<file path="config.mk">
export PLATFORM = sky130hd
export DESIGN_NAME = md5_hash_engine_top
export DESIGN_NICKNAME = d
export VERILOG_FILES = /design/src/rtl/md5_pkg.sv /design/src/rtl/md5_hash_engine_top.sv
export VERILOG_INCLUDE_DIRS = /design/src /design/src/rtl
export SDC_FILE = /design/constraint.sdc
export NUM_CORES = 2
export LEC_CHECK = 0
export ABC_AREA = 1
export BUFFER_PORTS_ARGS = -buffer_cell sky130_fd_sc_hd__buf_2
export CORE_MARGIN = 8
export CORE_UTILIZATION = 40
export CTS_CLUSTER_DIAMETER = 50
export DETAILED_ROUTE_END_ITERATION = 6
export MAX_ROUTING_LAYER = met4
export SETUP_SLACK_MARGIN = 0.15
export SKIP_CTS_REPAIR_TIMING = 1
export SYNTH_ARGS = -nofsm -noshare
export SYNTH_HDL_FRONTEND = slang
export SYNTH_SLANG_ARGS = --single-unit
</file>
<file path="constraint.sdc">
create_clock -name clk -period 10.5 [get_ports clk]
set_input_delay 0.525 -clock clk [delete_from_list [all_inputs] [get_ports clk]]
set_output_delay 0.525 -clock clk [all_outputs]
set_load 0.01 [all_outputs]
</file>
<file path="src/rtl/assert_macros.svh">
// assertion macros shared by the rtl files
`ifndef ASSERT_MACROS_SVH
`define ASSERT_MACROS_SVH

// implication checked on every clock edge outside reset
`define ASSERT_IMPL(label, clk, rst_n, prop, msg) \
  label: assert property (@(posedge clk) disable iff (!rst_n) prop) else $error(msg);

// plain invariant checked on every clock edge outside reset
`define ASSERT_NEVER(label, clk, rst_n, expr, msg) \
  label: assert property (@(posedge clk) disable iff (!rst_n) !(expr)) else $error(msg);

`endif

</file>
<file path="src/rtl/md5_pkg.sv">
// md5 engine package: states, initial vector and round tables
`default_nettype none
package md5_pkg;

  typedef enum logic [2:0] {
    ST_IDLE,
    ST_COMP_PRE,
    ST_COMP,
    ST_COMP_ADD,
    ST_PAD_HEAD,
    ST_PAD_ZERO,
    ST_PAD_LEN,
    ST_DONE
  } state_t;

  typedef enum logic [1:0] {
    AFT_IDLE,
    AFT_HEAD,
    AFT_SPILL,
    AFT_DONE
  } after_t;

  localparam logic [31:0] IV_A = 32'h67452301;
  localparam logic [31:0] IV_B = 32'hefcdab89;
  localparam logic [31:0] IV_C = 32'h98badcfe;
  localparam logic [31:0] IV_D = 32'h10325476;
  localparam logic [31:0] PAD_BYTE = 32'h00000080;
  localparam logic [3:0] LEN_LO_WORD = 4'd14;
  localparam logic [3:0] LEN_HI_WORD = 4'd15;
  localparam logic [5:0] LAST_ROUND = 6'd63;

  function automatic logic [31:0] round_const(input logic [5:0] i);
    logic [31:0] k;
    unique case (i)
      6'd0:  k = 32'hd76aa478; 6'd1:  k = 32'he8c7b756;
      6'd2:  k = 32'h242070db; 6'd3:  k = 32'hc1bdceee;
      6'd4:  k = 32'hf57c0faf; 6'd5:  k = 32'h4787c62a;
      6'd6:  k = 32'ha8304613; 6'd7:  k = 32'hfd469501;
      6'd8:  k = 32'h698098d8; 6'd9:  k = 32'h8b44f7af;
      6'd10: k = 32'hffff5bb1; 6'd11: k = 32'h895cd7be;
      6'd12: k = 32'h6b901122; 6'd13: k = 32'hfd987193;
      6'd14: k = 32'ha679438e; 6'd15: k = 32'h49b40821;
      6'd16: k = 32'hf61e2562; 6'd17: k = 32'hc040b340;
      6'd18: k = 32'h265e5a51; 6'd19: k = 32'he9b6c7aa;
      6'd20: k = 32'hd62f105d; 6'd21: k = 32'h02441453;
      6'd22: k = 32'hd8a1e681; 6'd23: k = 32'he7d3fbc8;
      6'd24: k = 32'h21e1cde6; 6'd25: k = 32'hc33707d6;
      6'd26: k = 32'hf4d50d87; 6'd27: k = 32'h455a14ed;
      6'd28: k = 32'ha9e3e905; 6'd29: k = 32'hfcefa3f8;
      6'd30: k = 32'h676f02d9; 6'd31: k = 32'h8d2a4c8a;
      6'd32: k = 32'hfffa3942; 6'd33: k = 32'h8771f681;
      6'd34: k = 32'h6d9d6122; 6'd35: k = 32'hfde5380c;
      6'd36: k = 32'ha4beea44; 6'd37: k = 32'h4bdecfa9;
      6'd38: k = 32'hf6bb4b60; 6'd39: k = 32'hbebfbc70;
      6'd40: k = 32'h289b7ec6; 6'd41: k = 32'heaa127fa;
      6'd42: k = 32'hd4ef3085; 6'd43: k = 32'h04881d05;
      6'd44: k = 32'hd9d4d039; 6'd45: k = 32'he6db99e5;
      6'd46: k = 32'h1fa27cf8; 6'd47: k = 32'hc4ac5665;
      6'd48: k = 32'hf4292244; 6'd49: k = 32'h432aff97;
      6'd50: k = 32'hab9423a7; 6'd51: k = 32'hfc93a039;
      6'd52: k = 32'h655b59c3; 6'd53: k = 32'h8f0ccc92;
      6'd54: k = 32'hffeff47d; 6'd55: k = 32'h85845dd1;
      6'd56: k = 32'h6fa87e4f; 6'd57: k = 32'hfe2ce6e0;
      6'd58: k = 32'ha3014314; 6'd59: k = 32'h4e0811a1;
      6'd60: k = 32'hf7537e82; 6'd61: k = 32'hbd3af235;
      6'd62: k = 32'h2ad7d2bb; 6'd63: k = 32'heb86d391;
      default: k = 32'h0;
    endcase
    return k;
  endfunction

  function automatic logic [4:0] rot_amount(input logic [5:0] i);
    logic [4:0] s;
    unique case ({i[5:4], i[1:0]})
      4'd0:  s = 5'd7;  4'd1:  s = 5'd12; 4'd2:  s = 5'd17; 4'd3:  s = 5'd22;
      4'd4:  s = 5'd5;  4'd5:  s = 5'd9;  4'd6:  s = 5'd14; 4'd7:  s = 5'd20;
      4'd8:  s = 5'd4;  4'd9:  s = 5'd11; 4'd10: s = 5'd16; 4'd11: s = 5'd23;
      4'd12: s = 5'd6;  4'd13: s = 5'd10; 4'd14: s = 5'd15; 4'd15: s = 5'd21;
      default: s = 5'd0;
    endcase
    return s;
  endfunction

  function automatic logic [3:0] msg_index(input logic [5:0] i);
    logic [3:0] ii;
    logic [3:0] g;
    ii = i[3:0];
    unique case (i[5:4])
      2'd0: g = ii;
      2'd1: g = 4'(ii * 4'd5 + 4'd1);
      2'd2: g = 4'(ii * 4'd3 + 4'd5);
      2'd3: g = 4'(ii * 4'd7);
      default: g = ii;
    endcase
    return g;
  endfunction

endpackage
`default_nettype wire

</file>
<file path="src/rtl/md5_hash_engine_top.sv">
// md5 digest engine: byte intake, block buffer memory, round sequencer, padding
//
// Input channel (in_valid / in_stall): one item per byte. in_byte_valid marks
// in_data_byte as message data; in_last ends the message. A last item with
// in_byte_valid low ends the message without data, so empty messages work.
// Result channel (out_valid / out_stall): one item per message carrying the
// digest words a,b in out_digest_first and c,d in out_digest_second.
// A byte that neither fills the block nor ends the message leaves the
// engine idle and ready for the next item. The 64th byte of a block starts
// a compression: the intake, one read setup, 64 rounds at one per cycle, one
// chaining add; the round loop reads the 16x32 block memory one word ahead
// through its registered port. A last item adds padding writes, one or two
// compressions and a load of the result register.
// The block takes no item while it works on a block or on padding.
// A waiting result does not block the next message; only a finishing message
// waits, in its final state, until the previous result has been taken.
// Reset (rst_n low, synchronous) loads the initial vector, clears the byte
// count and block position and drops out_valid; the buffer is not cleared.
module md5_hash_engine_top #(
  parameter int LENGTH_COUNT_BITS = 32
) (
  input  wire logic        clk,
  input  wire logic        rst_n,
  input  wire logic        in_valid,
  output logic             in_stall,
  input  wire logic [7:0]  in_data_byte,
  input  wire logic        in_byte_valid,
  input  wire logic        in_last,
  output logic             out_valid,
  input  wire logic        out_stall,
  output logic [63:0]      out_digest_first,
  output logic [63:0]      out_digest_second
);
  import md5_pkg::*;

  `include "assert_macros.svh"

  localparam int LenPad = 61 - LENGTH_COUNT_BITS;

  state_t state_r, state_nxt;
  after_t after_r, after_nxt;
  logic [5:0] pos_r, pos_nxt;
  logic [LENGTH_COUNT_BITS-1:0] cnt_r, cnt_nxt;
  logic [31:0] acc_r, acc_nxt;
  logic [5:0] round_r, round_nxt;
  logic [3:0] pad_w_r, pad_w_nxt;
  logic len_ok_r, len_ok_nxt;
  logic [31:0] ha_r, hb_r, hc_r, hd_r;
  logic [31:0] ha_nxt, hb_nxt, hc_nxt, hd_nxt;
  logic [31:0] wa_r, wb_r, wc_r, wd_r;
  logic [31:0] wa_nxt, wb_nxt, wc_nxt, wd_nxt;
  logic out_valid_r, out_valid_nxt;
  logic [63:0] out_first_r, out_first_nxt, out_second_r, out_second_nxt;

  logic [31:0] mem [16];
  logic mem_we;
  logic [3:0] mem_waddr;
  logic [31:0] mem_wdata;
  logic [3:0] mem_raddr;
  logic [31:0] mem_rdata_r;

  logic [31:0] f_val, t_val, rot_val;
  logic [63:0] rot_wide;
  logic [63:0] len_bits;
  logic [4:0] byte_shift;
  logic [31:0] head_word;

  assign len_bits = {{LenPad{1'b0}}, cnt_r, 3'b000};
  assign byte_shift = {pos_r[1:0], 3'b000};
  assign head_word = (pos_r[1:0] == 2'd0) ? PAD_BYTE : (acc_r | (PAD_BYTE << byte_shift));

  // one md5 round on the working words
  always_comb begin
    unique case (round_r[5:4])
      2'd0: f_val = (wb_r & wc_r) | (~wb_r & wd_r);
      2'd1: f_val = (wb_r & wd_r) | (wc_r & ~wd_r);
      2'd2: f_val = wb_r ^ wc_r ^ wd_r;
      2'd3: f_val = wc_r ^ (wb_r | ~wd_r);
      default: f_val = wb_r ^ wc_r ^ wd_r;
    endcase
    t_val = wa_r + f_val + round_const(round_r) + mem_rdata_r;
    rot_wide = {t_val, t_val} << rot_amount(round_r);
    rot_val = rot_wide[63:32];
  end

  always_comb begin
    state_nxt = state_r;
    after_nxt = after_r;
    pos_nxt = pos_r;
    cnt_nxt = cnt_r;
    acc_nxt = acc_r;
    round_nxt = round_r;
    pad_w_nxt = pad_w_r;
    len_ok_nxt = len_ok_r;
    ha_nxt = ha_r; hb_nxt = hb_r; hc_nxt = hc_r; hd_nxt = hd_r;
    wa_nxt = wa_r; wb_nxt = wb_r; wc_nxt = wc_r; wd_nxt = wd_r;
    out_valid_nxt = out_valid_r & out_stall;
    out_first_nxt = out_first_r;
    out_second_nxt = out_second_r;
    mem_we = 1'b0;
    mem_waddr = pos_r[5:2];
    mem_wdata = acc_r;
    mem_raddr = msg_index(6'd0);
    in_stall = (state_r != ST_IDLE);

    unique case (state_r)
      ST_IDLE: begin
        if (in_valid) begin
          if (in_byte_valid) begin
            acc_nxt = (pos_r[1:0] == 2'd0) ? {24'd0, in_data_byte}
                                           : (acc_r | ({24'd0, in_data_byte} << byte_shift));
            cnt_nxt = cnt_r + LENGTH_COUNT_BITS'(1);
            pos_nxt = pos_r + 6'd1;
            if (pos_r[1:0] == 2'd3) begin
              mem_we = 1'b1;
              mem_wdata = acc_nxt;
            end
            if (pos_r == 6'd63) begin
              state_nxt = ST_COMP_PRE;
              after_nxt = in_last ? AFT_HEAD : AFT_IDLE;
            end else if (in_last) begin
              state_nxt = ST_PAD_HEAD;
            end
          end else if (in_last) begin
            state_nxt = ST_PAD_HEAD;
          end
        end
      end
      ST_COMP_PRE: begin
        mem_raddr = msg_index(6'd0);
        round_nxt = 6'd0;
        wa_nxt = ha_r; wb_nxt = hb_r; wc_nxt = hc_r; wd_nxt = hd_r;
        state_nxt = ST_COMP;
      end
      ST_COMP: begin
        // address for the next round goes out while this round computes
        mem_raddr = msg_index(round_r + 6'd1);
        wa_nxt = wd_r;
        wd_nxt = wc_r;
        wc_nxt = wb_r;
        wb_nxt = wb_r + rot_val;
        round_nxt = round_r + 6'd1;
        if (round_r == LAST_ROUND) begin
          state_nxt = ST_COMP_ADD;
        end
      end
      ST_COMP_ADD: begin
        ha_nxt = ha_r + wa_r;
        hb_nxt = hb_r + wb_r;
        hc_nxt = hc_r + wc_r;
        hd_nxt = hd_r + wd_r;
        unique case (after_r)
          AFT_IDLE: state_nxt = ST_IDLE;
          AFT_HEAD: state_nxt = ST_PAD_HEAD;
          AFT_SPILL: begin
            state_nxt = ST_PAD_ZERO;
            pad_w_nxt = 4'd0;
            len_ok_nxt = 1'b1;
          end
          AFT_DONE: state_nxt = ST_DONE;
          default: state_nxt = ST_IDLE;
        endcase
      end
      ST_PAD_HEAD: begin
        mem_we = 1'b1;
        mem_waddr = pos_r[5:2];
        mem_wdata = head_word;
        len_ok_nxt = (pos_r[5:2] < LEN_LO_WORD);
        pad_w_nxt = pos_r[5:2] + 4'd1;
        if (pos_r[5:2] == LEN_HI_WORD) begin
          state_nxt = ST_COMP_PRE;
          after_nxt = AFT_SPILL;
        end else begin
          state_nxt = ST_PAD_ZERO;
        end
      end
      ST_PAD_ZERO: begin
        mem_we = 1'b1;
        mem_waddr = pad_w_r;
        if (pad_w_r == LEN_LO_WORD && len_ok_r) begin
          mem_wdata = len_bits[31:0];
          state_nxt = ST_PAD_LEN;
        end else begin
          mem_wdata = 32'd0;
          pad_w_nxt = pad_w_r + 4'd1;
          if (pad_w_r == LEN_HI_WORD) begin
            state_nxt = ST_COMP_PRE;
            after_nxt = AFT_SPILL;
          end
        end
      end
      ST_PAD_LEN: begin
        mem_we = 1'b1;
        mem_waddr = LEN_HI_WORD;
        mem_wdata = len_bits[63:32];
        state_nxt = ST_COMP_PRE;
        after_nxt = AFT_DONE;
      end
      ST_DONE: begin
        if (!out_valid_r || !out_stall) begin
          out_valid_nxt = 1'b1;
          out_first_nxt = {hb_r, ha_r};
          out_second_nxt = {hd_r, hc_r};
          ha_nxt = IV_A; hb_nxt = IV_B; hc_nxt = IV_C; hd_nxt = IV_D;
          cnt_nxt = '0;
          pos_nxt = 6'd0;
          state_nxt = ST_IDLE;
        end
      end
      default: state_nxt = ST_IDLE;
    endcase
  end

  always_ff @(posedge clk) begin
    if (!rst_n) begin
      state_r <= ST_IDLE;
    end else begin
      state_r <= state_nxt;
    end
  end

  always_ff @(posedge clk) begin
    if (!rst_n) begin
      after_r <= AFT_IDLE;
      pos_r <= 6'd0;
      cnt_r <= '0;
      round_r <= 6'd0;
      pad_w_r <= 4'd0;
      len_ok_r <= 1'b0;
      ha_r <= IV_A; hb_r <= IV_B; hc_r <= IV_C; hd_r <= IV_D;
      out_valid_r <= 1'b0;
    end else begin
      after_r <= after_nxt;
      pos_r <= pos_nxt;
      cnt_r <= cnt_nxt;
      round_r <= round_nxt;
      pad_w_r <= pad_w_nxt;
      len_ok_r <= len_ok_nxt;
      ha_r <= ha_nxt; hb_r <= hb_nxt; hc_r <= hc_nxt; hd_r <= hd_nxt;
      out_valid_r <= out_valid_nxt;
    end
  end

  always_ff @(posedge clk) begin
    acc_r <= acc_nxt;
    wa_r <= wa_nxt; wb_r <= wb_nxt; wc_r <= wc_nxt; wd_r <= wd_nxt;
    out_first_r <= out_first_nxt;
    out_second_r <= out_second_nxt;
  end

  // block buffer; writes never share an edge with a round read
  always_ff @(posedge clk) begin
    if (mem_we) begin
      mem[mem_waddr] <= mem_wdata;
    end
    mem_rdata_r <= mem[mem_raddr];
  end

  assign out_valid = out_valid_r;
  assign out_digest_first = out_first_r;
  assign out_digest_second = out_second_r;

  `ASSERT_IMPL(a_result_from_done, clk, rst_n, $rose(out_valid_r) |-> $past(state_r == ST_DONE), "result raised outside done state")
  `ASSERT_IMPL(a_round_end, clk, rst_n, (state_r == ST_COMP && round_r == LAST_ROUND) |=> (state_r == ST_COMP_ADD), "round loop did not end after last round")
  `ASSERT_IMPL(a_restart_clean, clk, rst_n, (state_r == ST_DONE && state_nxt == ST_IDLE) |=> (cnt_r == '0 && pos_r == 6'd0 && ha_r == IV_A), "engine not reinitialized after digest")
  `ASSERT_NEVER(a_no_write_in_rounds, clk, rst_n, (state_r == ST_COMP || state_r == ST_COMP_PRE) && mem_we, "buffer written during compression")

endmodule
`default_nettype wire

</file>
==> qor.yml <==
slew_violations: 0
cts_tree: "yes"
max_freq_mhz: 124
drc: 0
start_kind: "register"
htree_levels: 4
dr.pass1.iters: 6
skew_ns: 0.0473
timing.hold.ws_ns: 0.0685
antenna_left: 0
drt_iter0_markers: 5130
grtUsageMet1_pct: 32.8
dieHeight_um: 404
grt_overflow_total: 0
vias: 51700
final_core_util_pct: 45.2
max_stage_delay_ns: 0.60
cp_data_required_time_ns: 10.96
final.min_clock_period_ns: 8.07
synth_cell_types: 69
met3_usage_pct: 3.38
fillers: 14600
rsz0062_at_grt: "no"
hold_class: "in -> reg"
initial_core_util_pct: 40.2
core_um2: 150000
syn2layout_area_growth_pct: 12.5
synth_ff_type: "edfxtp_1"
setup_tns_ns: 0
synth-async-reset-ratio_pct: 0
cts-root-buf: "clkbuf_16"
grt_max_degree: 178
io_buffers: 143
fin_cells: 9307
grt_pass1_wl_um: 312000
cts_made_buffers: 135
cts.sinks: 1052
synth_edf_count: 800
synth-seq-cells: 1052
busiest_layer: "met2"
dp_hpwl_um: 150000
slowest_stage: "fa_1"
io_pins: 144
drive_above_1_share_pct: 7.94
yosys_warnings: 0
die-area_um2: 163000
globalRouteMet2Util_pct: 41.6
mostFrequentLayoutCells: "1479 x nand2_1, 1020 x inv_1, 800 x edfxtp_1"
cts_max_path_buffers: 3
final_common_cell: "nand2_1"
tightest_slew_ns: 1.30
vias_per_cell: 5.55
fp.dieW_um: 404
place_congestion: 1.01
crit_fanout: 19
syn-num-nets: 7399
rows: 142
clk_latency_ns: 0.79
nNetsFinal: 7477
antenna_found_initial: 12
grt_pass1_vias: 48300
finalHoldViolations: 0
grt_usage_pct: 25.9
outcome: "complete, no violations"
path_class: "reg -> reg"
clk_pin_slew_worst_paths_ns: 0.06
drv_cap: 0
fin_crit_sh_pct: 76.8
finalSetupViolations: 0
cp-end-kind: "register"
avgRoutedWirePerCell_um: 22.8
arrival_ns: 8.53
slew_headroom_pct: 13.4
dp.cells: 9058
synth_seq_area_share_pct: 48.3
netlist_area_um2: 60200
syn_avg_cell_area_um2: 8.48
synth_cells: 7102
wl_um: 213000
metal layers:
metal | share of wire, % | vias to the layer above
met5 | 0 | -
met1 | 41 | 24600
met4 | 4.9 | 0
met2 | 46 | 2107
met3 | 7.2 | 433
li1 | - | 24600
cells by family (layout without fill, tap and decap cells):
| kind of cell | after synthesis | count (layout) | synth area share [%] |
|---|---|---|---|
| xor+xnor | 84 | 84 | 1.23 |
| compound gates | 1667 | 1667 | 16.3 |
| flops | 1052 | 1052 | 48.3 |
| other cells | 0 | 1 | 0 |
| buf+inv | 1340 | 1528 | 8.58 |
| mux | 3 | 3 | 0.0498 |
| fa+ha+maj | 283 | 283 | 6.71 |
| simple gates | 2673 | 2673 | 18.9 |
final timing paths:
kind / from / cells after the start / endpoint / slack (ns)
setup / recovery: round_r[5] / 34 / wb_r[21] / 2.43
setup reg to reg: round_r[5] / 34 / wb_r[21] / 2.43
hold / removal: in_last / 3 / state_r[2] / 0.07
hold reg to reg: pad_w_r[1] / 2 / pad_w_r[1] / 0.48
registers in the layout, indices dropped and copies added, names as in the netlist, 3 cells and up, named ones only:
name,cells
hb_r,32
hd_r,32
hc_r,32
wd_r,32
round_r,6
out_digest_first,64
state_r,3
out_digest_second,64
cnt_r,32
mem,512
wc_r,32
acc_r,32
ha_r,32
pos_r,6
pad_w_r,4
mem_rdata_r,32
wb_r,32
wa_r,32
Yosys cell counts (all sizes together) (22+ instances only):
master   number  area (um^2)
clkbuf      157          589
o21ai       518         2610
inv        1046         3930
a31oi        29          181
o211ai      327         2450
xor2         57          499
nand3       635         3200
nand2      1486         5600
o21a         22          165
edfxtp      800        24000
o22ai        38          238
nor2        379         1480
xnor2        27          244
nor3         65          352
o221ai       24          210
or2          41          257
o2111ai      27          236
dfxtp       252         5040
buf         133          632
ha          216         2700
a21oi       580         2930
fa           67         1340
nand4        28          175
layout make-up:
class                      count  area [um^2]  share of cell area (%)
antenna                        1         2.50                 0.00369
clock buffer                 169         3660                    5.40
clock inverter                78          918                    1.36
inverter                    1050         3960                    5.85
multi-input combinational   4710        26200                    38.7
sequential                  1052        29100                    42.9
tap                         2016         2520                    3.72
timing repair buffer         231         1390                    2.05
critical path, delay by kind of cell (launching register included):
kind	cells	cell delay (ns)
buf+inv	3	0.49
flops	1	0.38
xor+xnor	1	0.14
compound gates	12	2.27
fa+ha+maj	4	1.76
simple gates	14	2.68
metrics by stage:
stage,instance area (um^2),setup slack [ns]
4_1_cts,67800,2.55
6_report,67800,2.43
5_1_grt,67800,1.83
2_1_floorplan,60200,2.21
3_3_place_gp,63200,2.80
3_5_place_dp,63200,2.60
Power is not shown: default switching activity piles up to over one toggle a cycle in this logic, so the estimate is an artifact.
